`config.mk`:
```
export PLATFORM = sky130hd
export DESIGN_NAME = tlv_aid_extractor
export DESIGN_NICKNAME = d
export VERILOG_FILES = /design/src/sv/tlv_pkg.sv /design/src/sv/tlv_parser.sv /design/src/sv/tlv_result_reg.sv /design/src/sv/tlv_aid_extractor.sv
export SDC_FILE = /design/constraint.sdc
export NUM_CORES = 1
export LEC_CHECK = 0
export BUFFER_PORTS_ARGS = -buffer_cell sky130_fd_sc_hd__buf_2
export CORE_ASPECT_RATIO = 1.75
export CORE_UTILIZATION = 63
export CTS_CLUSTER_DIAMETER = 50
export DETAILED_ROUTE_END_ITERATION = 10
export MAX_ROUTING_LAYER = met4
export PLACE_DENSITY_LB_ADDON = 0.2
export SYNTH_ARGS = -nofsm -noshare
export SYNTH_HDL_FRONTEND = slang
export SYNTH_HIERARCHICAL = 1
export SYNTH_SLANG_ARGS = --single-unit
```
`constraint.sdc`:
```
create_clock -name clk -period 12.95 [get_ports clk]
set_input_delay 0 -clock clk [delete_from_list [all_inputs] [get_ports clk]]
set_output_delay 0 -clock clk [all_outputs]
set_load 0.05 [all_outputs]
```
`src/sv/tlv_pkg.sv`:
```
package tlv_pkg;

	// Frame size limit; bytes past this position are ignored.
	localparam int FRAME_BYTES = 512;
	// Byte position counter holds 0 .. FRAME_BYTES.
	localparam int POS_W = $clog2(FRAME_BYTES + 1);
	// Container end is a position plus a one-byte length.
	localparam int END_W = $clog2(FRAME_BYTES + 256 + 1);

	// Tag codes of the directory structure.
	localparam logic [7:0] TAG_A5 = 8'hA5;
	localparam logic [7:0] TAG_BF = 8'hBF;
	localparam logic [7:0] TAG_0C = 8'h0C;
	localparam logic [7:0] TAG_61 = 8'h61;
	localparam logic [7:0] TAG_4F = 8'h4F;
	localparam logic [7:0] TAG_50 = 8'h50;
	localparam logic [7:0] TAG_9F = 8'h9F;
	localparam logic [7:0] TAG_0A = 8'h0A;
	localparam logic [7:0] TAG_NONE = 8'h00;

	// Parser phase within one element.
	typedef enum logic [2:0] {
		PH_TAG  = 3'd0,
		PH_TAG2 = 3'd1,
		PH_LEN  = 3'd2,
		PH_AID  = 3'd3,
		PH_SKIP = 3'd4
	} phase_t;

	// One result transaction.
	typedef struct packed {
		logic [7:0] aid_byte;
		logic       byte_valid;
		logic       aid_last;
		logic       frame_done;
		logic [7:0] aid_total;
		logic       format_error;
	} res_t;

endpackage

```
`src/sv/tlv_parser.sv`:
```
module tlv_parser import tlv_pkg::*; (
	input  logic       clk,
	input  logic       arst_n,
	input  logic       step,
	input  logic [7:0] b,
	input  logic       last,
	output logic       produce,
	output res_t       res
);

	typedef struct packed {
		logic [1:0] lvl;
		logic       err;
	} close_t;

	logic [POS_W-1:0] pos_q;
	logic [1:0]       level_q;
	phase_t           phase_q;
	logic [END_W-1:0] end_q [3];
	logic [7:0]       rem_q;
	logic [7:0]       held_q;
	logic [7:0]       count_q;
	logic             err_q;

	logic [1:0]       level_n;
	phase_t           phase_n;
	logic [END_W-1:0] end_n [3];
	logic [7:0]       rem_n;
	logic [7:0]       held_n;
	logic [7:0]       count_n;
	logic             err_n;

	logic             active;
	logic [END_W-1:0] qe;
	logic [END_W-1:0] open_end;
	logic             aid_valid;
	logic             aid_end;
	logic             do_done;
	close_t           closed;

	// Closes every container that ends at position q, innermost first.
	// An element running past a BF0C or 61 container flags an error.
	function automatic close_t close_levels(input logic [END_W-1:0] q,
			input logic [1:0] lvl_in, input logic [END_W-1:0] ends [3]);
		close_t r;
		logic   stop;
		r.lvl = lvl_in;
		r.err = 1'b0;
		stop  = 1'b0;
		for (int i = 0; i < 3; i++) begin
			if (!stop && r.lvl != 2'd0 && q >= ends[2'(r.lvl - 2'd1)]) begin
				if (q > ends[2'(r.lvl - 2'd1)] && r.lvl >= 2'd2) begin
					r.err = 1'b1;
					stop  = 1'b1;
				end else begin
					r.lvl = r.lvl - 2'd1;
				end
			end else begin
				stop = 1'b1;
			end
		end
		return r;
	endfunction

	assign active   = !err_q && (pos_q < POS_W'(FRAME_BYTES));
	assign qe       = END_W'(pos_q) + END_W'(1);
	assign open_end = qe + END_W'(b);

	// Result flags for this byte.
	always_comb begin
		aid_valid = active && (phase_q == PH_AID);
		aid_end   = active && (((phase_q == PH_AID) && (rem_q == 8'd1)) ||
			((phase_q == PH_LEN) && (held_q == TAG_4F) && (b == 8'd0)));
	end

	// Next parser state for this byte.
	always_comb begin
		level_n = level_q;
		phase_n = phase_q;
		end_n   = end_q;
		rem_n   = rem_q;
		held_n  = held_q;
		err_n   = err_q;
		count_n = count_q;
		do_done = 1'b0;
		closed  = '0;
		if (active) begin
			unique case (phase_q)
				PH_TAG: begin
					held_n  = TAG_NONE;
					phase_n = PH_LEN;
					if (level_q == 2'd0 && b == TAG_A5) begin
						held_n = TAG_A5;
					end else if (level_q == 2'd1 && b == TAG_BF) begin
						held_n  = TAG_BF;
						phase_n = PH_TAG2;
					end else if (level_q == 2'd2 && b == TAG_61) begin
						held_n = TAG_61;
					end else if (level_q == 2'd3 && b == TAG_4F) begin
						held_n = TAG_4F;
					end else if (level_q == 2'd3 && b == TAG_9F) begin
						held_n  = TAG_9F;
						phase_n = PH_TAG2;
					end
				end
				PH_TAG2: begin
					if ((held_q == TAG_BF && b == TAG_0C) ||
							(held_q == TAG_9F && b == TAG_0A)) begin
						held_n  = (held_q == TAG_BF) ? TAG_0C : TAG_NONE;
						phase_n = PH_LEN;
					end else begin
						held_n = TAG_NONE;
						rem_n  = b;
						if (b == 8'd0) begin
							do_done = 1'b1;
						end else begin
							phase_n = PH_SKIP;
						end
					end
				end
				PH_LEN: begin
					if (held_q == TAG_A5) begin
						end_n[0] = open_end;
						level_n  = 2'd1;
						do_done  = 1'b1;
					end else if (held_q == TAG_0C) begin
						end_n[1] = open_end;
						level_n  = 2'd2;
						do_done  = 1'b1;
					end else if (held_q == TAG_61) begin
						end_n[2] = open_end;
						level_n  = 2'd3;
						do_done  = 1'b1;
					end else if (held_q == TAG_4F) begin
						if (b == 8'd0) begin
							do_done = 1'b1;
						end else begin
							rem_n   = b;
							phase_n = PH_AID;
						end
					end else begin
						// Skipped element, including 50 and 9F0A.
						rem_n = b;
						if (b == 8'd0) begin
							do_done = 1'b1;
						end else begin
							phase_n = PH_SKIP;
						end
					end
				end
				PH_AID, PH_SKIP: begin
					rem_n = rem_q - 8'd1;
					if (rem_q == 8'd1) begin
						do_done = 1'b1;
					end
				end
				default: begin
					phase_n = PH_TAG;
				end
			endcase
			if (aid_end && count_q != 8'hFF) begin
				count_n = count_q + 8'd1;
			end
			if (do_done) begin
				closed  = close_levels(qe, level_n, end_n);
				phase_n = PH_TAG;
				level_n = closed.lvl;
				err_n   = err_q | closed.err;
			end
		end
	end

	assign produce          = aid_valid || aid_end || last;
	assign res.aid_byte     = aid_valid ? b : 8'd0;
	assign res.byte_valid   = aid_valid;
	assign res.aid_last     = aid_end;
	assign res.frame_done   = last;
	assign res.aid_total    = count_n;
	assign res.format_error = err_n;

	// State registers; the frame's last byte returns everything to reset values.
	always_ff @(posedge clk or negedge arst_n) begin
		if (!arst_n) begin
			pos_q   <= '0;
			level_q <= 2'd0;
			phase_q <= PH_TAG;
			end_q   <= '{default: '0};
			rem_q   <= 8'd0;
			held_q  <= TAG_NONE;
			count_q <= 8'd0;
			err_q   <= 1'b0;
		end else if (step) begin
			if (last) begin
				pos_q   <= '0;
				level_q <= 2'd0;
				phase_q <= PH_TAG;
				end_q   <= '{default: '0};
				rem_q   <= 8'd0;
				held_q  <= TAG_NONE;
				count_q <= 8'd0;
				err_q   <= 1'b0;
			end else begin
				if (pos_q < POS_W'(FRAME_BYTES)) begin
					pos_q <= pos_q + POS_W'(1);
				end
				level_q <= level_n;
				phase_q <= phase_n;
				end_q   <= end_n;
				rem_q   <= rem_n;
				held_q  <= held_n;
				count_q <= count_n;
				err_q   <= err_n;
			end
		end
	end

	// The end of a frame clears the frame state.
	a_frame_clear: assert property (@(posedge clk) disable iff (!arst_n)
		step && last |=> pos_q == '0 && level_q == 2'd0 && count_q == 8'd0 && !err_q)
		else $error("frame state not cleared after last byte");

	// An error holds until the frame ends.
	a_err_sticky: assert property (@(posedge clk) disable iff (!arst_n)
		err_q && !(step && last) |=> err_q)
		else $error("format error dropped inside a frame");

	// After an error the parser state is frozen.
	a_err_freeze: assert property (@(posedge clk) disable iff (!arst_n)
		step && !last && err_q |=> $stable(level_q) && phase_q == $past(phase_q))
		else $error("parser moved after a format error");

	// Identifier bytes are only read inside a 61 container.
	a_aid_level: assert property (@(posedge clk) disable iff (!arst_n)
		phase_q == PH_AID |-> level_q == 2'd3)
		else $error("identifier phase outside level three");

endmodule

```
`src/sv/tlv_result_reg.sv`:
```
module tlv_result_reg import tlv_pkg::*; (
	input  logic clk,
	input  logic arst_n,
	input  logic load,
	input  res_t res_in,
	input  logic out_stall,
	output logic free,
	output logic out_valid,
	output res_t res_q
);

	logic res_valid_q;

	// The slot can take a new result when empty or being drained.
	assign free      = !res_valid_q || !out_stall;
	assign out_valid = res_valid_q;

	// Valid flag of the result slot.
	always_ff @(posedge clk or negedge arst_n) begin
		if (!arst_n) begin
			res_valid_q <= 1'b0;
		end else if (load) begin
			res_valid_q <= 1'b1;
		end else if (!out_stall) begin
			res_valid_q <= 1'b0;
		end
	end

	// Payload of the result slot.
	always_ff @(posedge clk) begin
		if (load) begin
			res_q <= res_in;
		end
	end

endmodule

```
`src/sv/tlv_aid_extractor.sv`:
```
// Data path: an accepted byte waits in the input stage register, the parser
// stage works on it there, and its result is written into the result register,
// from which the result transaction completes.
// Throughput: one byte per cycle unless a byte with a result meets a stalled, full
// result register; the rate is set by the single parser stage that updates the element state once per byte.
// Reset: arst_n clears the parser state and both stage valid flags.
module tlv_aid_extractor import tlv_pkg::*; (
	input  logic       clk,
	input  logic       arst_n,
	input  logic       in_valid,
	output logic       in_stall,
	input  logic [7:0] data_byte,
	input  logic       frame_last,
	output logic       out_valid,
	input  logic       out_stall,
	output logic [7:0] aid_byte,
	output logic       byte_valid,
	output logic       aid_last,
	output logic       frame_done,
	output logic [7:0] aid_total,
	output logic       format_error
);

	logic       valid_s1;
	logic [7:0] byte_s1;
	logic       last_s1;
	logic       produce;
	logic       free;
	logic       advance;
	logic       load;
	res_t       res_new;
	res_t       res_out;

	// A byte leaves the input stage when its result has room or it has none.
	assign advance  = valid_s1 && (!produce || free);
	assign load     = advance && produce;
	assign in_stall = valid_s1 && !advance;

	// Input stage valid flag.
	always_ff @(posedge clk or negedge arst_n) begin
		if (!arst_n) begin
			valid_s1 <= 1'b0;
		end else if (in_valid && !in_stall) begin
			valid_s1 <= 1'b1;
		end else if (advance) begin
			valid_s1 <= 1'b0;
		end
	end

	// Input stage payload.
	always_ff @(posedge clk) begin
		if (in_valid && !in_stall) begin
			byte_s1 <= data_byte;
			last_s1 <= frame_last;
		end
	end

	tlv_parser u_parser (
		.clk     (clk),
		.arst_n  (arst_n),
		.step    (advance),
		.b       (byte_s1),
		.last    (last_s1),
		.produce (produce),
		.res     (res_new)
	);

	tlv_result_reg u_result (
		.clk       (clk),
		.arst_n    (arst_n),
		.load      (load),
		.res_in    (res_new),
		.out_stall (out_stall),
		.free      (free),
		.out_valid (out_valid),
		.res_q     (res_out)
	);

	assign aid_byte     = res_out.aid_byte;
	assign byte_valid   = res_out.byte_valid;
	assign aid_last     = res_out.aid_last;
	assign frame_done   = res_out.frame_done;
	assign aid_total    = res_out.aid_total;
	assign format_error = res_out.format_error;

	// A result is never written over one that is still waiting.
	a_no_overwrite: assert property (@(posedge clk) disable iff (!arst_n)
		load |-> !out_valid || !out_stall)
		else $error("result overwritten while stalled");

	// A stalled input stage holds a byte whose result has no room.
	a_stall_cause: assert property (@(posedge clk) disable iff (!arst_n)
		in_stall |-> valid_s1 && produce && out_valid && out_stall)
		else $error("input stalled without a blocked result");

	// A byte that advances with a result shows up at the output next cycle.
	a_load_shows: assert property (@(posedge clk) disable iff (!arst_n)
		load |=> out_valid)
		else $error("loaded result not presented");

endmodule

```
==> impl_results.md <==
- DR pass1 iterations: 5
- RSZ-0062 raised after global routing: no
- Highest routed layer: met4
- Clock Pin Slew Worst Setup and Hold Paths: around 70 ps
- # DRC: 0
- DP Area: 7670 um^2
- Final instance area: about 8000 um^2
- Area growth, synth to finish: 9.71%
- Worst Setup EP: u_result/res_q[0]
- Core area: 11200 um^2
- CP max-delay cell: or2_1
- Mean Syn Cell Area: 8.93 um^2
- Final min period: roughly 12000 ps
- Layout cells sized above 1: between 10% and 20%
- Setup-failing EPs final: 0
- Max-slew violation count: 0
- Share of synthesized flip-flops with an asynchronous set or reset: 71.3%
- Routed vias: around 6700
- Number of global-route vias before repair: 6710
- CP peak stage delay: 820 ps
- I/O pin count: 35
- LEAKAGE: about 3.6 nW
- Clock skew: 11.0 ps
- Worst R2R Path Depth: 45
- Site Rows: 51
- Vias/cell: ~6.7
- PwrDens: roughly 120 nW/um^2
- Critical path data required time: 13180 ps
- Final Non-Filler Cells: 999
- Yosys top cell by area: dfrtp_1
- Syn nets: 888
- Post-CTS setup buffers: 0
- CP dominant cell by count: ha_1
- Wire length per cell: between 20 and 25 um
- Worst setup path startpoint: u_parser/pos_q[0]
- CTS Buf Count: 9
- Post-synthesis cell count: approximately 830
- Top cell type's share of synthesized area: 24.5%
- Largest net degree at the start of global routing: 73
- Post_cts resized: 0
- PortBufs: 34
- Total grt overflow: 0
- Setup Crit Path Kind: flip-flop to flip-flop
- Setup tns final: 0 ps
- Met2 WL: about 12000 um
- Gr usage total: 38.3%
- FF-to-FF setup slack: 1010 ps
- CP Max Fanout: 22
- Final #Nets: 925
- Seq/Total Area, Yosys: a little over a third
- Most frequent cells in the layout: nand2_1, nor2_1, dfrtp_1
- First-pass GRT wire length: ~35000 um
- Reg2reg start: u_parser/pos_q[0]
- Initial core utilization: approximately two thirds
- Ant. Diodes: 0
- Die Ht: between 100 and 150 um
- DRT met1 WL: between 7000 and 8000 um
- Worst hold slack: between 300 and 400 ps
- Peak VDD IR: 0.111 mV
- Post-DRT Antenna Nets: 0
- Die area: 12100 um^2
- Worst path arrival time: between 10000 and 15000 ps
- Placed cells: between 900 and 1000
- Number of synthesized flops with an enable pin: 29
- Initial antenna violation count: 0
- Fmax: roughly 84 MHz
- Ys flop type: dfrtp_1
- Endpoints failing hold: 0
- Iteration-0 DRC Markers: approximately 360
- Metal3 WL: 1090 um
- Post-DP HPWL: around 16000 um
- CTS Sinks: about 100
- Hold crit path type: input port to flip-flop
- Max_slew headroom: around 34%
- Synthesis Warnings: 6
- Worst-Margin Slew: just under 1000 ps
- Netlist cell types: 81
- Startpoint types: flip-flop
- Die extent in x: about 84 um
- Crit end category: flip-flop
- Final period utilization: approximately 92%
- Main area contributors after synthesis: dfrtp_1, edfxtp_1, ha_1
- GP Congestion: 1.01
- Final WL: roughly 22000 um
- Clk root buf: clkbuf_16
- Status: completed
- CTS tree: done
- Max_cap viols: 0
- Commonest non-fill, non-tap cell in the layout: nand2_1
- Seq cells post-synth: between 100 and 150
- Clk Latency, worst-skew pair: roughly 360 ps
- RR Endpoint: u_result/res_q[0]
- Maximum clock insertion buffer count: 2
- Cell area after synthesis: approximately 7400 um^2
- H-tree levels: 3
-- cell type report --
class                           instances  area [um^2]
Clock inverter                          5         57.6
Fill cell                             859         3150
Sequential cell                       101         2670
Clock buffer                           11          233
Timing Repair Buffer                   65          433
Tap cell                              132          165
Multi-Input combinational cell        658         4420
Inverter                               27          101
-- metrics by stage --
stage / setup WS (ps) / utilization (%) / total power, mW
after detailed placement: 1190 / 68.3 / 0.652
final: 1010 / 72.0 / 0.931
after CTS: 1110 / 72.0 / 0.927
after floorplan: 3010 / - / 0.572
after global placement: 1390 / 68.3 / 0.640
after global routing: 240 / 72.0 / 0.973
-- report_power, final --
group          leakage [nW]  switching, mW  internal [mW]  total (mW)
Sequential             1.27         0.0277          0.351       0.378
Clock                 0.145          0.124          0.151       0.276
Combinational          2.15          0.176          0.101       0.277
-- sequential cells by signal, indices dropped and copies added, names as in the netlist, 3 cells and up --
register,cells
u_parser/phase_q,3
u_parser/count_q,8
u_parser/held_q,8
u_parser/end_q,30
byte_s1,8
u_parser/pos_q,10
u_parser/rem_q,8
u_result/res_q,20
-- synthesized netlist by cell type (all sizes together) (5+ instances only) --
library cell	n
nand4	11
nand2	113
o22ai	9
a21oi	47
o22a	7
nor3	27
nor2	73
o21a	8
mux2	15
or2	5
ha	49
edfxtp	29
a22o	17
nor4	11
xor2	6
a211oi	9
o31ai	7
buf	12
o21ai	74
mux2i	32
xnor2	18
nor3b	7
a21o	6
a31oi	16
inv	27
clkbuf	27
and2	12
nand2b	11
nand3	12
dfrtp	72
-- critical path: cells and delay by family, from the launching register on --
family	cells	cell delay, ps
AO/OA/AOI/OAI	16	3140
XOR/XNOR	3	620
adder cells (fa/ha/maj)	7	2650
buffers and inverters	4	800
flip-flops	1	600
multiplexers	2	520
AND/OR/NAND/NOR	13	3480
-- timing repair --
item / 4_1_cts / 5_1_grt
endpoints found under the hold margin: 83 / 0
hold buffers: 12 / 0
endpoints found under the setup margin: 0 / 0
-- worst min-delay path by stage --
stage | cells past startpoint | startpoint | slack, ps | endpoint
after floorplan | 0 | arst_n | -300 | u_parser/count_q[0]
after global placement | 1 | frame_last | 180 | last_s1
after detailed placement | 1 | frame_last | 180 | last_s1
after CTS | 2 | data_byte[7] | 350 | byte_s1[7]
after global routing | 2 | frame_last | 350 | last_s1
final | 2 | frame_last | 350 | last_s1
-- kinds of logic (layout without fill, tap and decap cells) --
| kind of cell | after synthesis | count (layout) | share of synthesized area [%] |
|---|---|---|---|
| AOI/OAI and AO/OA | 230 | 230 | 20.7 |
| xor gates and xnor gates | 24 | 24 | 2.85 |
| adders and majority gates | 50 | 50 | 8.59 |
| buffers and inverters | 66 | 108 | 3.77 |
| DFF | 101 | 101 | 36.3 |
| muxes | 47 | 47 | 6.69 |
| and+or+nand+nor | 307 | 307 | 21.1 |
-- layer usage --
layer  vias to the layer above  track usage, %
li1                       3095               -
met1                      3212            39.3
met2                       289            65.5
met3                       109            5.23
met4                         0            28.3
met5                         -               -
Power figures use the tool's default switching activity.
